===== src/sv/mfd_pkg.sv =====
// Shared types and constants for the meter frame deframer.
package mfd_pkg;

    localparam int MAX_FRAME   = 1024;
    localparam int QUEUE_DEPTH = 2;
    localparam int ADDR_BYTES  = 6;
    localparam int CFG_IDX_W   = 2;

    localparam logic [CFG_IDX_W-1:0] CFG_HEAD   = 2'd0;
    localparam logic [CFG_IDX_W-1:0] CFG_TAIL   = 2'd1;
    localparam logic [CFG_IDX_W-1:0] CFG_WAKE   = 2'd2;
    localparam logic [CFG_IDX_W-1:0] CFG_OFFSET = 2'd3;

    localparam logic [7:0] HEAD_RESET   = 8'h68;
    localparam logic [7:0] TAIL_RESET   = 8'h16;
    localparam logic [7:0] WAKE_RESET   = 8'hFE;
    localparam logic [7:0] OFFSET_RESET = 8'h33;
    localparam logic [7:0] SUM_SEED     = 8'h68;

    localparam logic KIND_PAYLOAD = 1'b0;
    localparam logic KIND_REPORT  = 1'b1;

    localparam logic CMD_BYTE   = 1'b0;
    localparam logic CMD_ACTIVE = 1'b1;

    typedef struct packed {
        logic       command;
        logic [7:0] rx_byte;
        logic       active_value;
    } in_word_t;

    typedef struct packed {
        logic        kind;
        logic [7:0]  payload_byte;
        logic [7:0]  payload_index;
        logic [47:0] station_address;
        logic [7:0]  second_head;
        logic [7:0]  control_code;
        logic [7:0]  data_length;
        logic        checksum_ok;
        logic        length_ok;
        logic [7:0]  reply_checksum;
        logic        system_active;
    } out_word_t;

    // classified word handed from the front end to the frame engine
    typedef struct packed {
        logic       is_cmd;
        logic       active_value;
        logic       is_head;
        logic       is_tail;
        logic       is_wake;
        logic [7:0] rx_byte;
        logic [7:0] plain_byte;
    } op_t;

endpackage


===== src/sv/mfd_front.sv =====
// Front end: configuration registers and classification of incoming words.
module mfd_front (
    input  logic                               clk,
    input  logic                               rst_n,
    input  logic                               cfg_wr_en,
    input  logic [mfd_pkg::CFG_IDX_W-1:0]      cfg_index,
    input  logic [7:0]                         cfg_data,
    input  mfd_pkg::in_word_t                  word,
    output mfd_pkg::op_t                       op
);

    logic [7:0] head_reg;
    logic [7:0] tail_reg;
    logic [7:0] wake_reg;
    logic [7:0] offset_reg;

    always_ff @(posedge clk or negedge rst_n) begin
        if (!rst_n) begin
            head_reg   <= mfd_pkg::HEAD_RESET;
            tail_reg   <= mfd_pkg::TAIL_RESET;
            wake_reg   <= mfd_pkg::WAKE_RESET;
            offset_reg <= mfd_pkg::OFFSET_RESET;
        end
        else if (cfg_wr_en) begin
            unique case (cfg_index)
                mfd_pkg::CFG_HEAD:   head_reg   <= cfg_data;
                mfd_pkg::CFG_TAIL:   tail_reg   <= cfg_data;
                mfd_pkg::CFG_WAKE:   wake_reg   <= cfg_data;
                mfd_pkg::CFG_OFFSET: offset_reg <= cfg_data;
                default: ;
            endcase
        end
    end

    always_comb begin
        op.is_cmd       = (word.command == mfd_pkg::CMD_ACTIVE);
        op.active_value = word.active_value;
        op.is_head      = (word.rx_byte == head_reg);
        op.is_tail      = (word.rx_byte == tail_reg);
        op.is_wake      = (word.rx_byte == wake_reg);
        op.rx_byte      = word.rx_byte;
        op.plain_byte   = word.rx_byte - offset_reg;   // descramble, wraps mod 256
    end

endmodule


===== src/sv/mfd_queue.sv =====
// Small FIFO of classified words between front end and frame engine.
module mfd_queue #(
    parameter int DEPTH = mfd_pkg::QUEUE_DEPTH
) (
    input  logic          clk,
    input  logic          rst_n,
    input  logic          push_valid,
    output logic          push_ready,
    input  mfd_pkg::op_t  push_op,
    output logic          pop_valid,
    input  logic          pop_ready,
    output mfd_pkg::op_t  pop_op
);

    localparam int PTR_W = $clog2(DEPTH);
    localparam int CNT_W = $clog2(DEPTH + 1);

    mfd_pkg::op_t       slots_reg [DEPTH];
    logic [PTR_W-1:0]   wr_ptr_reg;
    logic [PTR_W-1:0]   rd_ptr_reg;
    logic [CNT_W-1:0]   count_reg;
    logic               do_push;
    logic               do_pop;

    assign push_ready = (count_reg < CNT_W'(DEPTH));
    assign pop_valid  = (count_reg != '0);
    assign pop_op     = slots_reg[rd_ptr_reg];
    assign do_push    = push_valid && push_ready;
    assign do_pop     = pop_valid && pop_ready;

    always_ff @(posedge clk or negedge rst_n) begin
        if (!rst_n) begin
            wr_ptr_reg <= '0;
            rd_ptr_reg <= '0;
            count_reg  <= '0;
        end
        else begin
            if (do_push) begin
                wr_ptr_reg <= (wr_ptr_reg == PTR_W'(DEPTH - 1)) ? '0 : wr_ptr_reg + 1'b1;
            end
            if (do_pop) begin
                rd_ptr_reg <= (rd_ptr_reg == PTR_W'(DEPTH - 1)) ? '0 : rd_ptr_reg + 1'b1;
            end
            if (do_push && !do_pop) begin
                count_reg <= count_reg + 1'b1;
            end
            else if (do_pop && !do_push) begin
                count_reg <= count_reg - 1'b1;
            end
        end
    end

    always_ff @(posedge clk) begin
        if (do_push) begin
            slots_reg[wr_ptr_reg] <= push_op;
        end
    end

`ifndef NO_ASSERTIONS
    a_count_bound: assert property (@(posedge clk) disable iff (!rst_n)
        count_reg <= CNT_W'(DEPTH))
        else $error("queue count beyond depth");
`endif

endmodule


===== src/sv/mfd_back.sv =====
// Frame engine: frame state, field capture, checksums and output register.
module mfd_back #(
    parameter int MAX_FRAME = mfd_pkg::MAX_FRAME
) (
    input  logic               clk,
    input  logic               rst_n,
    input  logic               op_valid,
    output logic               op_ready,
    input  mfd_pkg::op_t       op,
    output logic               out_valid,
    input  logic               out_ready,
    output mfd_pkg::out_word_t out_word
);

    localparam int CNT_W = $clog2(MAX_FRAME + 1);
    localparam int CMP_W = ((CNT_W > 9) ? CNT_W : 9) + 1;

    logic                   receiving_reg, receiving_next;
    logic [CNT_W-1:0]       count_reg, count_next;
    logic                   overflowed_reg, overflowed_next;
    logic [mfd_pkg::ADDR_BYTES-1:0][7:0] address_reg, address_next;
    logic [7:0]             head_reg, head_next;
    logic [7:0]             control_reg, control_next;
    logic [7:0]             length_reg, length_next;
    logic [7:0]             running_reg, running_next;
    logic [7:0]             before_last_reg, before_last_next;
    logic [7:0]             checksum_reg, checksum_next;
    logic [7:0]             reply_reg, reply_next;
    logic                   active_reg, active_next;
    logic                   out_valid_reg, out_valid_next;
    mfd_pkg::out_word_t     out_word_reg, out_word_next;
    logic                   out_load;
    logic                   pop;
    logic [CMP_W-1:0]       pos;
    logic [CMP_W-1:0]       payload_end;

    assign op_ready    = !out_valid_reg || out_ready;
    assign pop         = op_valid && op_ready;
    assign out_valid   = out_valid_reg;
    assign out_word    = out_word_reg;
    assign pos         = CMP_W'(count_reg);
    assign payload_end = CMP_W'(9) + CMP_W'(length_reg);

    always_comb begin
        receiving_next   = receiving_reg;
        count_next       = count_reg;
        overflowed_next  = overflowed_reg;
        address_next     = address_reg;
        head_next        = head_reg;
        control_next     = control_reg;
        length_next      = length_reg;
        running_next     = running_reg;
        before_last_next = before_last_reg;
        checksum_next    = checksum_reg;
        reply_next       = reply_reg;
        active_next      = active_reg;
        out_load         = 1'b0;
        out_word_next    = '0;

        if (pop) begin
            if (op.is_cmd) begin
                active_next = op.active_value;
            end
            else begin
                if (op.is_wake) begin
                    active_next = 1'b1;
                end
                priority if (op.is_head && !receiving_reg) begin
                    receiving_next   = 1'b1;
                    count_next       = '0;
                    overflowed_next  = 1'b0;
                    address_next     = '0;
                    head_next        = '0;
                    control_next     = '0;
                    length_next      = '0;
                    running_next     = mfd_pkg::SUM_SEED;
                    before_last_next = mfd_pkg::SUM_SEED;
                    checksum_next    = '0;
                    reply_next       = mfd_pkg::SUM_SEED;
                end
                else if (op.is_tail) begin
                    if (receiving_reg) begin
                        receiving_next                = 1'b0;
                        out_load                      = 1'b1;
                        out_word_next.kind            = mfd_pkg::KIND_REPORT;
                        out_word_next.station_address = address_reg;
                        out_word_next.second_head     = head_reg;
                        out_word_next.control_code    = control_reg;
                        out_word_next.data_length     = length_reg;
                        out_word_next.checksum_ok     = (before_last_reg == checksum_reg);
                        out_word_next.length_ok       = !overflowed_reg &&
                            (pos == CMP_W'(10) + CMP_W'(length_reg));
                        out_word_next.reply_checksum  = reply_reg;
                        out_word_next.system_active   = active_next;
                    end
                end
                else if (receiving_reg) begin
                    if (count_reg >= CNT_W'(MAX_FRAME)) begin
                        overflowed_next = 1'b1;
                    end
                    else begin
                        count_next       = count_reg + 1'b1;
                        before_last_next = running_reg;
                        running_next     = running_reg + op.rx_byte;
                        priority if (pos < CMP_W'(mfd_pkg::ADDR_BYTES)) begin
                            address_next[pos[2:0]] = op.rx_byte;
                            reply_next = reply_reg + op.rx_byte;
                        end
                        else if (pos == CMP_W'(6)) begin
                            head_next  = op.rx_byte;
                            reply_next = reply_reg + op.rx_byte;
                        end
                        else if (pos == CMP_W'(7)) begin
                            control_next = op.rx_byte;
                            reply_next   = reply_reg + op.rx_byte;
                        end
                        else if (pos == CMP_W'(8)) begin
                            length_next = op.rx_byte;
                        end
                        else if (pos < payload_end) begin
                            out_load                    = 1'b1;
                            out_word_next.kind          = mfd_pkg::KIND_PAYLOAD;
                            out_word_next.payload_byte  = op.plain_byte;
                            out_word_next.payload_index = 8'(pos - CMP_W'(9));
                            out_word_next.system_active = active_next;
                        end
                        else if (pos == payload_end) begin
                            checksum_next = op.rx_byte;
                        end
                        else begin
                            // trailing bytes: counted and summed only
                        end
                    end
                end
                else begin
                    // idle, not a head: dropped
                end
            end
        end

        if (out_load) begin
            out_valid_next = 1'b1;
        end
        else if (out_ready) begin
            out_valid_next = 1'b0;
        end
        else begin
            out_valid_next = out_valid_reg;
        end
    end

    always_ff @(posedge clk or negedge rst_n) begin
        if (!rst_n) begin
            receiving_reg   <= 1'b0;
            count_reg       <= '0;
            overflowed_reg  <= 1'b0;
            address_reg     <= '0;
            head_reg        <= '0;
            control_reg     <= '0;
            length_reg      <= '0;
            running_reg     <= mfd_pkg::SUM_SEED;
            before_last_reg <= mfd_pkg::SUM_SEED;
            checksum_reg    <= '0;
            reply_reg       <= mfd_pkg::SUM_SEED;
            active_reg      <= 1'b0;
            out_valid_reg   <= 1'b0;
        end
        else begin
            receiving_reg   <= receiving_next;
            count_reg       <= count_next;
            overflowed_reg  <= overflowed_next;
            address_reg     <= address_next;
            head_reg        <= head_next;
            control_reg     <= control_next;
            length_reg      <= length_next;
            running_reg     <= running_next;
            before_last_reg <= before_last_next;
            checksum_reg    <= checksum_next;
            reply_reg       <= reply_next;
            active_reg      <= active_next;
            out_valid_reg   <= out_valid_next;
        end
    end

    always_ff @(posedge clk) begin
        if (out_load) begin
            out_word_reg <= out_word_next;
        end
    end

`ifndef NO_ASSERTIONS
    a_count_limit: assert property (@(posedge clk) disable iff (!rst_n)
        count_reg <= CNT_W'(MAX_FRAME))
        else $error("byte count past frame limit");

    a_overflow_full: assert property (@(posedge clk) disable iff (!rst_n)
        overflowed_reg |-> (count_reg == CNT_W'(MAX_FRAME)))
        else $error("overflow flagged below frame limit");

    a_tail_report: assert property (@(posedge clk) disable iff (!rst_n)
        (pop && !op.is_cmd && !(op.is_head && !receiving_reg) && op.is_tail && receiving_reg)
        |=> (out_valid_reg && out_word_reg.kind == mfd_pkg::KIND_REPORT && !receiving_reg))
        else $error("tail did not close frame with a report");

    a_payload_in_frame: assert property (@(posedge clk) disable iff (!rst_n)
        (out_load && out_word_next.kind == mfd_pkg::KIND_PAYLOAD) |=> receiving_reg)
        else $error("payload word emitted outside a frame");
`endif

endmodule


===== src/sv/meter_frame_deframer.sv =====
// Top level of the meter frame deframer: front end, queue and frame engine.
//
// Receives serial bytes of a meter-style frame, one word per cycle on the
// in channel while in_ready is high, and returns descrambled payload words
// and one report word per closed frame on the out channel. Sustained rate
// is one input word per clock while the out side does not stall: the front
// end compares each byte against the head, tail and wake values and
// descrambles it in the accepting cycle, a two-entry queue decouples it from
// the frame engine, and the engine does its whole state update (field
// capture, running checksum, count) at once for each word it takes, writing
// any result into an output register. A stall on the out side backs up
// into the queue; in_ready drops only once the queue is full. Configuration
// writes land the cycle after cfg_wr_en and must only be issued while no
// words are in flight. Frames longer than MAX_FRAME bytes are truncated:
// extra bytes are dropped and the report flags a bad length.
module meter_frame_deframer #(
    parameter int MAX_FRAME   = mfd_pkg::MAX_FRAME,
    parameter int QUEUE_DEPTH = mfd_pkg::QUEUE_DEPTH
) (
    input  logic                           clk,
    input  logic                           rst_n,
    input  logic                           cfg_wr_en,
    input  logic [mfd_pkg::CFG_IDX_W-1:0]  cfg_index,
    input  logic [7:0]                     cfg_data,
    input  logic                           in_valid,
    output logic                           in_ready,
    input  mfd_pkg::in_word_t              in_word,
    output logic                           out_valid,
    input  logic                           out_ready,
    output mfd_pkg::out_word_t             out_word
);

    mfd_pkg::op_t front_op;     // classified incoming word
    mfd_pkg::op_t queue_op;     // head of queue
    logic         queue_valid;
    logic         engine_ready;

    mfd_front u_front (
        .clk       (clk),
        .rst_n     (rst_n),
        .cfg_wr_en (cfg_wr_en),
        .cfg_index (cfg_index),
        .cfg_data  (cfg_data),
        .word      (in_word),
        .op        (front_op)
    );

    mfd_queue #(
        .DEPTH (QUEUE_DEPTH)
    ) u_queue (
        .clk        (clk),
        .rst_n      (rst_n),
        .push_valid (in_valid),
        .push_ready (in_ready),
        .push_op    (front_op),
        .pop_valid  (queue_valid),
        .pop_ready  (engine_ready),
        .pop_op     (queue_op)
    );

    mfd_back #(
        .MAX_FRAME (MAX_FRAME)
    ) u_back (
        .clk       (clk),
        .rst_n     (rst_n),
        .op_valid  (queue_valid),
        .op_ready  (engine_ready),
        .op        (queue_op),
        .out_valid (out_valid),
        .out_ready (out_ready),
        .out_word  (out_word)
    );

endmodule

===== config.mk =====
export PLATFORM = sky130hd
export DESIGN_NAME = meter_frame_deframer
export DESIGN_NICKNAME = d
export VERILOG_FILES = /design/src/sv/mfd_pkg.sv /design/src/sv/mfd_front.sv /design/src/sv/mfd_queue.sv /design/src/sv/mfd_back.sv /design/src/sv/meter_frame_deframer.sv
export SDC_FILE = /design/constraint.sdc
export NUM_CORES = 1
export LEC_CHECK = 0
export ABC_AREA = 1
export BUFFER_PORTS_ARGS = -buffer_cell sky130_fd_sc_hd__buf_2
export CORE_UTILIZATION = 29
export DETAILED_ROUTE_END_ITERATION = 16
export SYNTH_ARGS = -nofsm -noshare
export SYNTH_HDL_FRONTEND = slang
export SYNTH_SLANG_ARGS = --single-unit

===== constraint.sdc =====
create_clock -name clk -period 5.8 [get_ports clk]
set_clock_uncertainty 0.2 [all_clocks]
set_input_delay 1.16 -clock clk [delete_from_list [all_inputs] [get_ports clk]]
set_output_delay 1.16 -clock clk [all_outputs]
set_load 0.05 [all_outputs]

==> out/summary.txt <==
Status: completed
Drt drc: 0
Worst setup EP type: register
Clk_lat worst skew: 0.53 ns
Cell depth of the worst setup path: 16
Hold path startpoint: u_back.address_reg[3]
DRT antenna net count: 0
#FFs+latches synth: 297
Clk root buf: clkbuf_16
Cell Int Power: 0.00553 W
Reg power frac: 35.2%
Worst path required time: 5.83 ns
Sink Count: 297
Post-synth EDFFs: 142
Sequential area share after synthesis: 59.8%
Largest net degree at the start of global routing: 156
CORE AREA: 46600 um^2
Final hold vios: 0
Starting Density: 29.4%
Vias per Instance: 4.53
Lkg Pwr: 7.26 nW
DR iter-0 viols: 559
Data arrival, critical path: 4.05 ns
Reg2reg setup slack: 1.78 ns
Number of top-level pins: 127
Synth-to-layout area growth: 18.0%
Fraction of layout cells with a size suffix above 1: 15.5%
Final Cycle Share: 69.3%
WL/cell: 15.2 um
Post-route cell area: 16100 um^2
Layout net count: 1621
Most used cell, CP: nand2_1
Distinct cells, synth: 46
Placed cells: 2128
Router iterations before antenna repair: 5
CP top delay family: buffers and inverters
Switch Pwr: 0.00450 W
Max reg flops: 100
Vias in the first global route: 9646
Async set-or-reset flop fraction in the synthesized netlist: 52.2%
Crit-path cells: ha_1, nand2_1, a21oi_1, nand2_1, xor2_1, ha_1, nand2_1, inv_1, nand2_1, inv_1, nand2_1, nand4_1, nor2_1, nor2_1, inv_4, buf_4
Fin. max-slew vios: 0
Final core utilization: 34.6%
Commonest non-fill, non-tap cell in the layout: nand2_1
H-tree depth: 2
Comb pwr share: 42.5%
Yosys warns: 0
Die area: 48000 um^2
MaxCap Viol Count: 0
Crit Path Class: register to register
R2r endpoint: u_back.out_word[97]
Vias: 9921
Post-Synthesis Cell Area: 13700 um^2
Clk pin slew, worst setup/hold paths: 0.06 ns
Clk pwr share: 22.3%
CTS tree: yes
GRT Util Overall: 14.0%
Diodes inserted: 0
Core Rows: 79
Hold Crit Class: register to register
Antenna violations before repair: 0
RSZ-0062 raised after global routing: false
Die height: 219 um
Synthesized area per cell: 9.59 um^2
HPWL after DPL: 23500 um
Critical R2R Launch: u_back.length_reg[2]
Hold-fix buffers, CTS: 0
Crit-path slowest cell: inv_4
Final TNS setup: 0 ns
Die width: 219 um
CP Max Fanout: 88
Routability cong.: 0.850
Peak VDD IR: 0.393 mV
Peak Freq: 249 MHz
Reg2Reg Depth: 16
WP buf/inv: 4
Cts bufs inserted: 34
Synthesized Nets: 1489
CP peak stage delay: 0.76 ns
Number of port buffers: 126
Total gr overflow: 0
Most frequent cells in the layout: nand2_1, inv_1, nor2_1
Clock Path Buffers: 3
Pwr Density: 622 nW/um^2
Setup bufs post-CTS: 0
Relative slew slack: 13.3%
Post-cts sizing count: 0
WL final: 33300 um
Cell Area, Placed: 15000 um^2
Final Setup Violations: 0
Post-Synthesis Cells: 1425
Worst hold path depth: 2
Hold endpoint: u_back.address_reg[3]
First-pass GRT wire length: 52500 um
Layout Cells excl Fill: 2190
Slew @ Worst Pin: 1.29 ns
Sw Share: 44.9%
Startpoint types: register
Tmin final: 4.02 ns
Primary FF master, synth: edfxtp_1
Fill cell count: 4725
## stage by stage
stage	power, W	hold slack (ns)	setup WS, ns
2_1_floorplan	0.00669	0.242	1.32
3_3_place_gp	0.00776	0.255	1.93
3_5_place_dp	0.00784	0.259	1.81
4_1_cts	0.0101	0.274	1.72
5_1_grt	0.0107	0.296	1.39
6_report	0.0100	0.270	1.78
## synth_stat cells, types with 5 or more instances
library cell  instances  share of area [%]
a21oi_1              35                1.3
buf_2                19               0.70
clkbuf_1             15               0.41
dfrtp_1             129                 24
dfstp_2              26                5.0
edfxtp_1            142                 31
ha_1                 36                3.3
inv_1               182                5.0
inv_2                 8               0.22
mux2i_1               8               0.59
nand2_1             368                 10
nand3_1              44                1.6
nand4_1              18               0.82
nor2_1              165                4.5
nor2_2                5               0.23
nor3_1                9               0.33
o21ai_0              85                3.1
o21ai_1               9               0.33
o22ai_1               8               0.37
or2_2                 8               0.37
xnor2_1              35                2.2
xor2_1               29                1.9
## cell type report
| type | instances | area (um^2) | area share [%] |
|---|---|---|---|
| clock buffer | 42 | 912 | 5.66 |
| clock inverter | 20 | 259 | 1.61 |
| sequential | 297 | 8180 | 50.7 |
| tap | 607 | 759 | 4.71 |
| inverter | 193 | 727 | 4.51 |
| multi-input combinational | 900 | 4610 | 28.6 |
| timing repair buffer | 131 | 687 | 4.26 |
## power by group through the flow
stage	Combinational (W)	Clock, W	Sequential, W
2_1_floorplan	0.00225	0	0.00444
3_3_place_gp	0.00420	0	0.00356
3_5_place_dp	0.00426	0	0.00358
4_1_cts	0.00430	0.00229	0.00355
5_1_grt	0.00470	0.00238	0.00361
6_report	0.00426	0.00224	0.00353
## cells by family after synthesis
group	count (synthesis)	synth area share, %
multiplexers	8	0.586
flip-flops	297	59.8
AO/OA/AOI/OAI	160	6.58
XOR/XNOR	64	4.10
AND/OR/NAND/NOR	629	18.7
adder cells (fa/ha/maj)	39	3.73
buffers and inverters	228	6.49
## worst register-to-register path: cells and delay by family, from the launching register on
family / cells / cell delay (ns)
buffers and inverters: 4 / 1.23
and+or+nand+nor: 8 / 0.88
adders and majority gates: 2 / 0.53
DFF: 1 / 0.42
AOI/OAI and AO/OA: 1 / 0.24
xor gates and xnor gates: 1 / 0.20
## worst max-delay path by stage
| stage | from | endpoint | slack (ns) |
|---|---|---|---|
| 2_1_floorplan | u_back.length_reg[0] | u_back.out_word[0] | 1.32 |
| 3_3_place_gp | u_back.length_reg[1] | u_back.out_word[49] | 1.93 |
| 3_5_place_dp | u_back.length_reg[2] | u_back.out_word[92] | 1.81 |
| 4_1_cts | u_back.length_reg[1] | u_back.out_word[91] | 1.72 |
| 5_1_grt | u_back.length_reg[2] | u_back.out_word[95] | 1.39 |
| 6_report | u_back.length_reg[2] | u_back.out_word[97] | 1.78 |
## routing by layer
metal | share of wire [%] | up-vias | GRT usage [%]
li1 | - | 4849 | -
met1 | 44 | 4757 | 18.3
met2 | 48 | 251 | 23.7
met3 | 4.6 | 64 | 2.23
met4 | 2.8 | 0 | 4.51
met5 | 0 | - | 0
Power figures use the tool's default switching activity.
